`config.mk`:
```
export PLATFORM = sky130hd
export DESIGN_NAME = multi_cpu_priority_dispatcher_top
export DESIGN_NICKNAME = d
export VERILOG_FILES = /design/src/hdl/mcpd_pkg.sv /design/src/hdl/multi_cpu_priority_dispatcher_top.sv /design/src/hdl/mcpd_ready_store.sv
export SDC_FILE = /design/constraint.sdc
export NUM_CORES = 2
export LEC_CHECK = 0
export BUFFER_PORTS_ARGS = -buffer_cell sky130_fd_sc_hd__buf_2
export CORE_UTILIZATION = 40
export DETAILED_ROUTE_END_ITERATION = 10
export GPL_ROUTABILITY_DRIVEN = 0
export PLACE_DENSITY = 0.67
export SETUP_SLACK_MARGIN = 0.3
export SYNTH_ARGS = -nofsm -noshare
export SYNTH_HDL_FRONTEND = slang
export SYNTH_SLANG_ARGS = --single-unit
```
`constraint.sdc`:
```
create_clock -name clk -period 8.45 [get_ports clk]
set_clock_uncertainty 0.05 [all_clocks]
set_input_delay 1.2675 -clock clk [delete_from_list [all_inputs] [get_ports clk]]
set_output_delay 1.2675 -clock clk [all_outputs]
set_load 0.05 [all_outputs]
```
`src/hdl/mcpd_pkg.sv`:
```
`timescale 1ns / 1ps

package mcpd_pkg;

    // Sizes of the dispatcher.
    localparam int NUM_CPUS     = 8;
    localparam int CPU_W        = 3;
    localparam int QUEUE_DEPTH  = 64;
    localparam int QIDX_W       = 6;
    localparam int QCNT_W       = 7;
    localparam int TOP_PRIORITY = 9;
    localparam int NUM_PRIOS    = TOP_PRIORITY + 1;
    localparam int PRIO_W       = 4;
    localparam int ID_W         = 16;
    localparam int CNT_W        = 32;
    localparam int CFG_W        = 4;
    localparam int KIND_W       = 2;
    localparam int STAT_W       = 4;
    localparam int SLICE_BASE   = 20;
    localparam int DUR_W        = 5;

    // Input word kinds.
    localparam logic [KIND_W-1:0] KIND_NEW    = 2'd0;
    localparam logic [KIND_W-1:0] KIND_STATUS = 2'd1;
    localparam logic [KIND_W-1:0] KIND_STATS  = 2'd2;

    typedef struct packed {
        logic [ID_W-1:0]   id;
        logic [PRIO_W-1:0] prio;
    } task_t;

    // Control of the ready store from the sequencer.
    typedef struct packed {
        logic              rd_en;
        logic [QIDX_W-1:0] rd_addr;
        logic              wr_en;
        logic [QIDX_W-1:0] wr_addr;
        task_t             wr_data;
        logic              clr_en;
        logic [QIDX_W-1:0] clr_addr;
    } store_ctrl_t;

    // Ordering of tasks by priority first, then by id.
    function automatic logic task_less(input task_t a, input task_t b);
        logic res;
        if (a.prio != b.prio)
        begin
            res = (a.prio < b.prio);
        end
        else
        begin
            res = (a.id < b.id);
        end
        return res;
    endfunction

endpackage

```
`src/hdl/multi_cpu_priority_dispatcher_top.sv`:
```
`timescale 1ns / 1ps
// A status word that ends a busy slice makes 3 or 4 counter updates through one saturating adder
// before the scan; new-task, stats and ignored status words go straight to the scan.
// The scan reads the 64-entry ready store, one entry a cycle.
// One word is in work at a time; the next is taken while the last result waits.
// Reset (rst_n, asynchronous) empties the store, idles all CPUs and zeroes all totals.
module multi_cpu_priority_dispatcher_top
    import mcpd_pkg::*;
(
    input  logic                clk,
    input  logic                rst_n,
    input  logic                in_valid,
    output logic                in_stall,
    input  logic [KIND_W-1:0]   kind,
    input  logic [ID_W-1:0]     task_id,
    input  logic [PRIO_W-1:0]   task_priority,
    input  logic [CPU_W-1:0]    cpu_index,
    input  logic                finished,
    input  logic [STAT_W-1:0]   stat_index,
    output logic                out_valid,
    input  logic                out_stall,
    output logic                dispatched,
    output logic [CPU_W-1:0]    dispatch_cpu,
    output logic [ID_W-1:0]     dispatch_task,
    output logic [PRIO_W-1:0]   dispatch_priority,
    output logic                dropped,
    output logic [CNT_W-1:0]    done_count,
    output logic [CNT_W-1:0]    busy_time,
    output logic [CNT_W-1:0]    round_count,
    output logic [CNT_W-1:0]    cpu_time,
    input  logic                cfg_valid,
    output logic                cfg_ready,
    input  logic [CFG_W-1:0]    cfg_data
);

    localparam logic [2:0] S_IDLE   = 3'd0;
    localparam logic [2:0] S_TIME   = 3'd1;
    localparam logic [2:0] S_ROUND  = 3'd2;
    localparam logic [2:0] S_CPUT   = 3'd3;
    localparam logic [2:0] S_DONE   = 3'd4;
    localparam logic [2:0] S_SCAN   = 3'd5;
    localparam logic [2:0] S_DECIDE = 3'd6;

    logic [2:0] state_reg, state_next;
    logic [CFG_W-1:0] cfg_reg;

    // Latched word.
    logic [KIND_W-1:0] kind_reg;
    logic [STAT_W-1:0] stat_reg;
    logic              fin_reg;
    logic [CPU_W-1:0]  ci_reg;
    logic [PRIO_W-1:0] tp_reg;
    task_t             extra_reg;
    logic              have_extra_reg;

    // CPU slots and totals.
    logic [NUM_CPUS-1:0] busy_reg;
    task_t               slot_task_reg   [NUM_CPUS];
    logic [CNT_W-1:0]    prio_done_reg   [NUM_PRIOS];
    logic [CNT_W-1:0]    prio_time_reg   [NUM_PRIOS];
    logic [CNT_W-1:0]    prio_rounds_reg [NUM_PRIOS];
    logic [CNT_W-1:0]    cpu_totals_reg  [NUM_CPUS];

    // Scan state.
    logic [QCNT_W-1:0] scan_cnt_reg;
    logic              pipe_vld_reg;
    logic [QIDX_W-1:0] pipe_idx_reg;
    logic              best_vld_reg;
    logic [QIDX_W-1:0] best_idx_reg;
    task_t             best_task_reg;
    logic              free_found_reg;
    logic [QIDX_W-1:0] free_idx_reg;

    // Result word.
    logic              out_valid_reg;
    logic              disp_reg;
    logic [CPU_W-1:0]  dcpu_reg;
    task_t             dtask_reg;
    logic              drop_reg;
    logic [CNT_W-1:0]  done_out_reg, time_out_reg, round_out_reg, cpu_out_reg;

    store_ctrl_t store_ctrl;
    task_t       rd_task;
    logic        rd_valid;

    logic in_acc, go;
    logic hit;
    task_t hit_task;
    logic [DUR_W-1:0] dur;
    logic [CNT_W-1:0] add_a, add_b, add_sum;
    logic [CNT_W:0]   add_full;
    logic [PRIO_W-1:0] pa;
    logic              prio_ok, cpu_ok;
    logic [CPU_W-1:0]  ca;
    logic [CNT_W-1:0]  pd_rd, pt_rd, pr_rd, ct_rd;
    logic [CFG_W-1:0]  lim;
    logic              fc_found;
    logic [CPU_W-1:0]  fc_idx;
    logic              extra_wins, pick_extra, pick_best, disp, keep, slot_ok;
    logic [QIDX_W-1:0] slot_idx;
    task_t             chosen;
    logic              scan_rd;

    mcpd_ready_store u_store (
        .clk      (clk),
        .rst_n    (rst_n),
        .ctrl     (store_ctrl),
        .rd_task  (rd_task),
        .rd_valid (rd_valid)
    );

    assign in_stall  = (state_reg != S_IDLE);
    assign in_acc    = in_valid && !in_stall;
    assign cfg_ready = 1'b1;
    assign go        = (state_reg == S_DECIDE) && (!out_valid_reg || !out_stall);

    // Slot of the CPU named by an arriving status word.
    assign hit      = (kind == KIND_STATUS) && busy_reg[cpu_index];
    assign hit_task = slot_task_reg[cpu_index];

    // Shared saturating adder, one counter per step.
    assign dur = DUR_W'(SLICE_BASE) - DUR_W'(tp_reg);
    always_comb
    begin
        case (state_reg)
            S_TIME:
            begin
                add_a = pt_rd;
                add_b = CNT_W'(dur);
            end
            S_ROUND:
            begin
                add_a = pr_rd;
                add_b = CNT_W'(1);
            end
            S_CPUT:
            begin
                add_a = ct_rd;
                add_b = CNT_W'(dur);
            end
            S_DONE:
            begin
                add_a = pd_rd;
                add_b = CNT_W'(1);
            end
            default:
            begin
                add_a = '0;
                add_b = '0;
            end
        endcase
    end
    assign add_full = {1'b0, add_a} + {1'b0, add_b};
    assign add_sum  = add_full[CNT_W] ? '1 : add_full[CNT_W-1:0];

    // One read address per totals array: the ended task's priority or CPU, or the stats index.
    assign pa      = (state_reg == S_DECIDE) ? stat_reg : tp_reg;
    assign prio_ok = (pa <= PRIO_W'(TOP_PRIORITY));
    assign ca      = (state_reg == S_DECIDE) ? stat_reg[CPU_W-1:0] : ci_reg;
    assign cpu_ok  = (state_reg != S_DECIDE) || (stat_reg < STAT_W'(NUM_CPUS));
    assign pd_rd   = prio_ok ? prio_done_reg[pa]   : '0;
    assign pt_rd   = prio_ok ? prio_time_reg[pa]   : '0;
    assign pr_rd   = prio_ok ? prio_rounds_reg[pa] : '0;
    assign ct_rd   = cpu_ok  ? cpu_totals_reg[ca]  : '0;

    // Usable CPU count and the lowest free CPU below it.
    always_comb
    begin
        if (cfg_reg == '0)
        begin
            lim = CFG_W'(1);
        end
        else if (cfg_reg > CFG_W'(NUM_CPUS))
        begin
            lim = CFG_W'(NUM_CPUS);
        end
        else
        begin
            lim = cfg_reg;
        end
        fc_found = 1'b0;
        fc_idx   = '0;
        for (int i = 0; i < NUM_CPUS; i++)
        begin
            if (!fc_found && (CFG_W'(i) < lim) && !busy_reg[i])
            begin
                fc_found = 1'b1;
                fc_idx   = CPU_W'(i);
            end
        end
    end

    // Dispatch choice between the best stored task and the task carried by this word.
    assign extra_wins = have_extra_reg && (!best_vld_reg || task_less(extra_reg, best_task_reg));
    assign pick_extra = fc_found && extra_wins;
    assign pick_best  = fc_found && !extra_wins && best_vld_reg;
    assign disp       = pick_extra || pick_best;
    assign chosen     = pick_extra ? extra_reg : best_task_reg;
    assign keep       = have_extra_reg && !pick_extra;

    // Lowest empty slot once the dispatched entry is gone.
    always_comb
    begin
        if (pick_best && (!free_found_reg || (best_idx_reg < free_idx_reg)))
        begin
            slot_ok  = 1'b1;
            slot_idx = best_idx_reg;
        end
        else
        begin
            slot_ok  = free_found_reg;
            slot_idx = free_idx_reg;
        end
    end

    // Store port control.
    assign scan_rd = (state_reg == S_SCAN) && !scan_cnt_reg[QCNT_W-1];
    always_comb
    begin
        store_ctrl.rd_en    = scan_rd;
        store_ctrl.rd_addr  = scan_cnt_reg[QIDX_W-1:0];
        store_ctrl.wr_en    = go && keep && slot_ok;
        store_ctrl.wr_addr  = slot_idx;
        store_ctrl.wr_data  = extra_reg;
        store_ctrl.clr_en   = go && pick_best;
        store_ctrl.clr_addr = best_idx_reg;
    end

    // Sequencer.
    always_comb
    begin
        state_next = state_reg;
        case (state_reg)
            S_IDLE:
            begin
                if (in_acc)
                begin
                    state_next = hit ? S_TIME : S_SCAN;
                end
            end
            S_TIME:   state_next = S_ROUND;
            S_ROUND:  state_next = S_CPUT;
            S_CPUT:   state_next = fin_reg ? S_DONE : S_SCAN;
            S_DONE:   state_next = S_SCAN;
            S_SCAN:
            begin
                if (!scan_rd)
                begin
                    state_next = S_DECIDE;
                end
            end
            S_DECIDE:
            begin
                if (go)
                begin
                    state_next = S_IDLE;
                end
            end
            default:  state_next = S_IDLE;
        endcase
    end

    always_ff @(posedge clk or negedge rst_n)
    begin
        if (!rst_n)
        begin
            state_reg      <= S_IDLE;
            cfg_reg        <= CFG_W'(NUM_CPUS);
            have_extra_reg <= 1'b0;
            busy_reg       <= '0;
            out_valid_reg  <= 1'b0;
            scan_cnt_reg   <= '0;
            pipe_vld_reg   <= 1'b0;
            best_vld_reg   <= 1'b0;
            free_found_reg <= 1'b0;
            for (int i = 0; i < NUM_CPUS; i++)
            begin
                slot_task_reg[i]  <= '0;
                cpu_totals_reg[i] <= '0;
            end
            for (int i = 0; i < NUM_PRIOS; i++)
            begin
                prio_done_reg[i]   <= '0;
                prio_time_reg[i]   <= '0;
                prio_rounds_reg[i] <= '0;
            end
        end
        else
        begin
            state_reg <= state_next;

            if (cfg_valid && cfg_ready)
            begin
                cfg_reg <= cfg_data;
            end

            // Take a word: latch it, free the CPU whose slice ended, prepare the scan.
            if (in_acc)
            begin
                kind_reg       <= kind;
                stat_reg       <= stat_index;
                fin_reg        <= finished;
                ci_reg         <= cpu_index;
                tp_reg         <= hit_task.prio;
                scan_cnt_reg   <= '0;
                pipe_vld_reg   <= 1'b0;
                best_vld_reg   <= 1'b0;
                free_found_reg <= 1'b0;
                if (kind == KIND_NEW)
                begin
                    extra_reg.id   <= task_id;
                    extra_reg.prio <= (task_priority > PRIO_W'(TOP_PRIORITY)) ?
                                      PRIO_W'(TOP_PRIORITY) : task_priority;
                    have_extra_reg <= 1'b1;
                end
                else if (hit && !finished)
                begin
                    extra_reg.id   <= hit_task.id;
                    extra_reg.prio <= (hit_task.prio < PRIO_W'(TOP_PRIORITY)) ?
                                      hit_task.prio + PRIO_W'(1) : PRIO_W'(TOP_PRIORITY);
                    have_extra_reg <= 1'b1;
                end
                else
                begin
                    have_extra_reg <= 1'b0;
                end
                if (hit)
                begin
                    busy_reg[cpu_index]      <= 1'b0;
                    slot_task_reg[cpu_index] <= '0;
                end
            end

            // Counter updates of an ended slice.
            case (state_reg)
                S_TIME:   prio_time_reg[pa]   <= add_sum;
                S_ROUND:  prio_rounds_reg[pa] <= add_sum;
                S_CPUT:   cpu_totals_reg[ca]  <= add_sum;
                S_DONE:   prio_done_reg[pa]   <= add_sum;
                default:  ;
            endcase

            // Scan: issue one read a cycle, compare the entry read in the cycle before.
            if (state_reg == S_SCAN)
            begin
                pipe_vld_reg <= scan_rd;
                pipe_idx_reg <= scan_cnt_reg[QIDX_W-1:0];
                if (scan_rd)
                begin
                    scan_cnt_reg <= scan_cnt_reg + QCNT_W'(1);
                end
                if (pipe_vld_reg)
                begin
                    if (rd_valid)
                    begin
                        if (!best_vld_reg || task_less(rd_task, best_task_reg))
                        begin
                            best_vld_reg  <= 1'b1;
                            best_idx_reg  <= pipe_idx_reg;
                            best_task_reg <= rd_task;
                        end
                    end
                    else if (!free_found_reg)
                    begin
                        free_found_reg <= 1'b1;
                        free_idx_reg   <= pipe_idx_reg;
                    end
                end
            end

            // Result handshake; a new result in the same cycle takes precedence.
            if (go)
            begin
                out_valid_reg <= 1'b1;
                disp_reg      <= disp;
                dcpu_reg      <= disp ? fc_idx : '0;
                dtask_reg     <= disp ? chosen : '0;
                drop_reg      <= keep && !slot_ok;
                if (disp)
                begin
                    busy_reg[fc_idx]      <= 1'b1;
                    slot_task_reg[fc_idx] <= chosen;
                end
                if (kind_reg == KIND_STATS)
                begin
                    done_out_reg  <= pd_rd;
                    time_out_reg  <= pt_rd;
                    round_out_reg <= pr_rd;
                    cpu_out_reg   <= ct_rd;
                end
                else
                begin
                    done_out_reg  <= '0;
                    time_out_reg  <= '0;
                    round_out_reg <= '0;
                    cpu_out_reg   <= '0;
                end
            end
            else if (out_valid_reg && !out_stall)
            begin
                out_valid_reg <= 1'b0;
            end
        end
    end

    assign out_valid         = out_valid_reg;
    assign dispatched        = disp_reg;
    assign dispatch_cpu      = dcpu_reg;
    assign dispatch_task     = dtask_reg.id;
    assign dispatch_priority = dtask_reg.prio;
    assign dropped           = drop_reg;
    assign done_count        = done_out_reg;
    assign busy_time         = time_out_reg;
    assign round_count       = round_out_reg;
    assign cpu_time          = cpu_out_reg;

endmodule

```
`src/hdl/mcpd_ready_store.sv`:
```
`timescale 1ns / 1ps

module mcpd_ready_store
    import mcpd_pkg::*;
(
    input  logic        clk,
    input  logic        rst_n,
    input  store_ctrl_t ctrl,
    output task_t       rd_task,
    output logic        rd_valid
);

    task_t mem_reg [QUEUE_DEPTH];
    logic [QUEUE_DEPTH-1:0] valid_reg;
    task_t rd_task_reg;
    logic  rd_valid_reg;

    // Task storage and registered read port.
    always_ff @(posedge clk)
    begin
        if (ctrl.wr_en)
        begin
            mem_reg[ctrl.wr_addr] <= ctrl.wr_data;
        end
        if (ctrl.rd_en)
        begin
            rd_task_reg <= mem_reg[ctrl.rd_addr];
        end
    end

    // Valid bits: a clear and a write in the same cycle may hit one slot, and the write wins.
    always_ff @(posedge clk or negedge rst_n)
    begin
        if (!rst_n)
        begin
            valid_reg    <= '0;
            rd_valid_reg <= 1'b0;
        end
        else
        begin
            if (ctrl.rd_en)
            begin
                rd_valid_reg <= valid_reg[ctrl.rd_addr];
            end
            if (ctrl.clr_en)
            begin
                valid_reg[ctrl.clr_addr] <= 1'b0;
            end
            if (ctrl.wr_en)
            begin
                valid_reg[ctrl.wr_addr] <= 1'b1;
            end
        end
    end

    assign rd_task  = rd_task_reg;
    assign rd_valid = rd_valid_reg;

endmodule

```
==> results.toml <==
[finish]
drive_gt1_frac = 0.162
area_delta_synth_final_pct = 12.0
fin_nets = 9855
fillers = 27154
multi_input_area_mm2 = 0.0404
seq_area_mm2 = 0.0825
largest_reg_flops = 1280

[clock_network]
cts.sinks = 2993
numCtsBuffers = 306
ctsHoldBuffers = 0
ctsResizeCount = 0
cts_tree = "yes"
cts_buffer_depth = 4
worstSkewPairLatency_ns = 0.88
postCtsSetupBuffers = 0
clk_pin_slew_worst_paths_ns = 0.06
root_buffer = "clkbuf_16"
htree_num_levels = 5

[pwr]
power_leakage_nw = 53.2
peakVddDrop_uv = 258
powerDensity_mw_per_mm2 = 315

[sta]
worst_pin_slew_ns = 1.42
fin_setup_tns_ns = 0
slew_headroom = 0.0503
hold_violations = 0
finalCritPeriodShare = 0.869
period_needed_ns = 7.35
setup_violations = 0
timing.fmax_mhz = 136
drv_slew = 0
hold_ws_ns = 0.285
rsz0062_at_grt = "no"

[placement]
place_hpwl_um = 218000
portBuffers = 193

[drt]
first_pass_iters = 6
num_vias = 84704
viasPerCell = 5.99
wl_per_cell_um = 25.9
drt_iter0_drc = 10359
drc = 0
routed_wl_um = 366000
antenna_left = 0

[critical_path]
critPathLaunchType = "flip-flop"
worstSetupPathType = "flip-flop to flip-flop"
regToRegSetupSlack_ns = 1.10
cp_slowest_cell = "a2bb2oi_4"
path_max_fanout = 38
r2r-start = "state_reg[0]"
endpoint_kind = "flip-flop"
cp_common_cell = "a21oi_1"
cp_slowest_stage_delay_ns = 0.81
cp_data_required_time_ns = 9.15
r2r_cells = 17
worstPathArrival_ns = 8.05
r2r_end = "prio_time_reg[255]"
crit_chain = "nand3b_1 -> buf_4 -> a21o_1 -> a311oi_1 -> o21ai_0 -> mux2i_1 -> a21oi_1 -> o22ai_1 -> ha_1 -> a21oi_1 -> o21bai_1 -> a21oi_1 -> a41oi_1 -> and4b_1 -> nor4b_1 -> a2bb2oi_4 -> mux2_2"

[floorplan]
fp.dieW_um = 563
fp.dieH_um = 563
dieArea_mm2 = 0.317
start_util = 0.403
boundaryPins = 195
row_count = 205
coreArea_mm2 = 0.313

[synth]
synthFlopType = "edfxtp_1"
synth_area_leaders = "edfxtp_1, dfrtp_1, mux4_2"
yosysUniqueCellTypes = 85
postSynthCellCount = 9830
synth_compound_area_frac = 0.108
async_flop_share = 0.490
synth.avg_cell_area_um2 = 12.8
synth_nets = 9922
yosys.area_share.simple = 0.0960
synth-edff-count = 1525
synth_common_cells = "nand2_1, edfxtp_1, dfrtp_1"
synth_seq_area_share = 0.655
syn-cell-area_mm2 = 0.126
synth_top_family_by_area = "compound AO/OA/AOI/OAI gates"
synthMuxAreaShare = 0.102
ys_warn_count = 0
synth_top_cell_by_area = "edfxtp_1"
ys_ff_latch = 2993
synthAdderAreaFrac = 0.00532
synth_most_common_cell = "nand2_1"
synth_top_area_frac = 0.364
synth-xor-area-share = 0.00132

[flow_run]
cap_violations = 0

[hold_path]
hold_path_class = "input port to async pin"

[global_route]
track_usage = 0.227
grt_pass1_wl_um = 543000
grt_max_degree = 195
overflow = 0
grt_pass1_vias = 82922
antenna_found_initial = 22

[outcome]
status = "finished clean"
worst max path at each step:
stage | start | end | slack (ns) | depth (start not counted)
5_1_grt | state_reg[0] | prio_time_reg[273] | 0.86 | 15
2_1_floorplan | state_reg[0] | busy_time[0] | 2.42 | 6
3_5_place_dp | state_reg[0] | prio_done_reg[191] | 1.43 | 12
6_report | state_reg[0] | prio_time_reg[255] | 1.10 | 17
3_3_place_gp | state_reg[0] | prio_time_reg[257] | 1.48 | 22
4_1_cts | state_reg[0] | prio_done_reg[191] | 1.41 | 12
worst max-delay path: cells and delay by family (launching register included):
family                     cells  cell delay [ns]
DFF                            1             0.77
adders and majority gates      1             0.37
muxes                          2             0.49
and+or+nand+nor                3             1.41
buffers and inverters          1             0.50
AOI/OAI and AO/OA             10             3.59
where the power goes:
group | switching, W | total [W] | internal [W]
Sequential | 0.00156 | 0.0193 | 0.0177
Clock | 0.00564 | 0.0133 | 0.00770
Combinational | 0.00763 | 0.0119 | 0.00428
Total | 0.0148 | 0.0445 | 0.0297
cell usage in the layout, fill, tap and decap left out, types with 22 or more instances in the layout:
cell / count
nand2_1: 1727
edfxtp_1: 1525
dfrtp_1: 1462
o21ai_0: 1076
mux4_2: 457
a21oi_1: 424
o21ai_1: 364
clkbuf_16: 315
nand3_1: 267
nor2_1: 239
buf_4: 238
buf_2: 192
mux2i_1: 157
a22oi_1: 97
nand4_1: 91
mux2_2: 83
clkbuf_1: 78
o221ai_1: 66
and2_1: 61
a221oi_1: 61
a21o_1: 58
ha_1: 52
and3_1: 46
inv_1: 44
a22o_1: 42
clkbuf_8: 42
a31oi_1: 40
nor2b_1: 39
o22ai_1: 38
nor4_1: 38
nor3_2: 38
nor3_1: 37
clkinv_2: 37
clkinv_1: 33
nor2_2: 30
nor2_4: 24
nand3_2: 22
kinds of logic after synthesis:
| group | after synthesis |
|---|---|
| DFF | 2993 |
| adders and majority gates | 53 |
| xor gates and xnor gates | 19 |
| other | 1 |
| buffers and inverters | 866 |
| and+or+nand+nor | 2787 |
| AOI/OAI and AO/OA | 2405 |
| muxes | 706 |
stage by stage:
step | setup WS [ns] | power, W | utilization | cells | instance area [um^2]
after floorplan | 2.42 | 0.0272 | - | 9830 | 126000
after global placement | 1.48 | 0.0308 | 0.420 | 13595 | 131000
after detailed placement | 1.43 | 0.0313 | 0.420 | 13595 | 131000
after CTS | 1.41 | 0.0445 | 0.451 | 14134 | 141000
after global routing | 0.859 | 0.0463 | 0.451 | 14135 | 141000
final | 1.10 | 0.0445 | 0.451 | 14144 | 141000
cell type report:
class,count,area share
sequential,2993,0.585
timing repair buffer,446,0.0217
clock inverter,104,0.00705
antenna,10,0.000177
multi-input combinational,5971,0.286
tap,4140,0.0367
inverter,45,0.00120
clock buffer,435,0.0620
layer usage:
metal | GRT usage | routed length (um) | vias to the layer above
met5 | 0 | 129 | -
met4 | 0.0964 | 15900 | 18
met3 | 0.0427 | 33400 | 905
met2 | 0.363 | 172000 | 4473
met1 | 0.305 | 145000 | 43207
li1 | - | - | 36101
(Power assumes the default switching activity.)
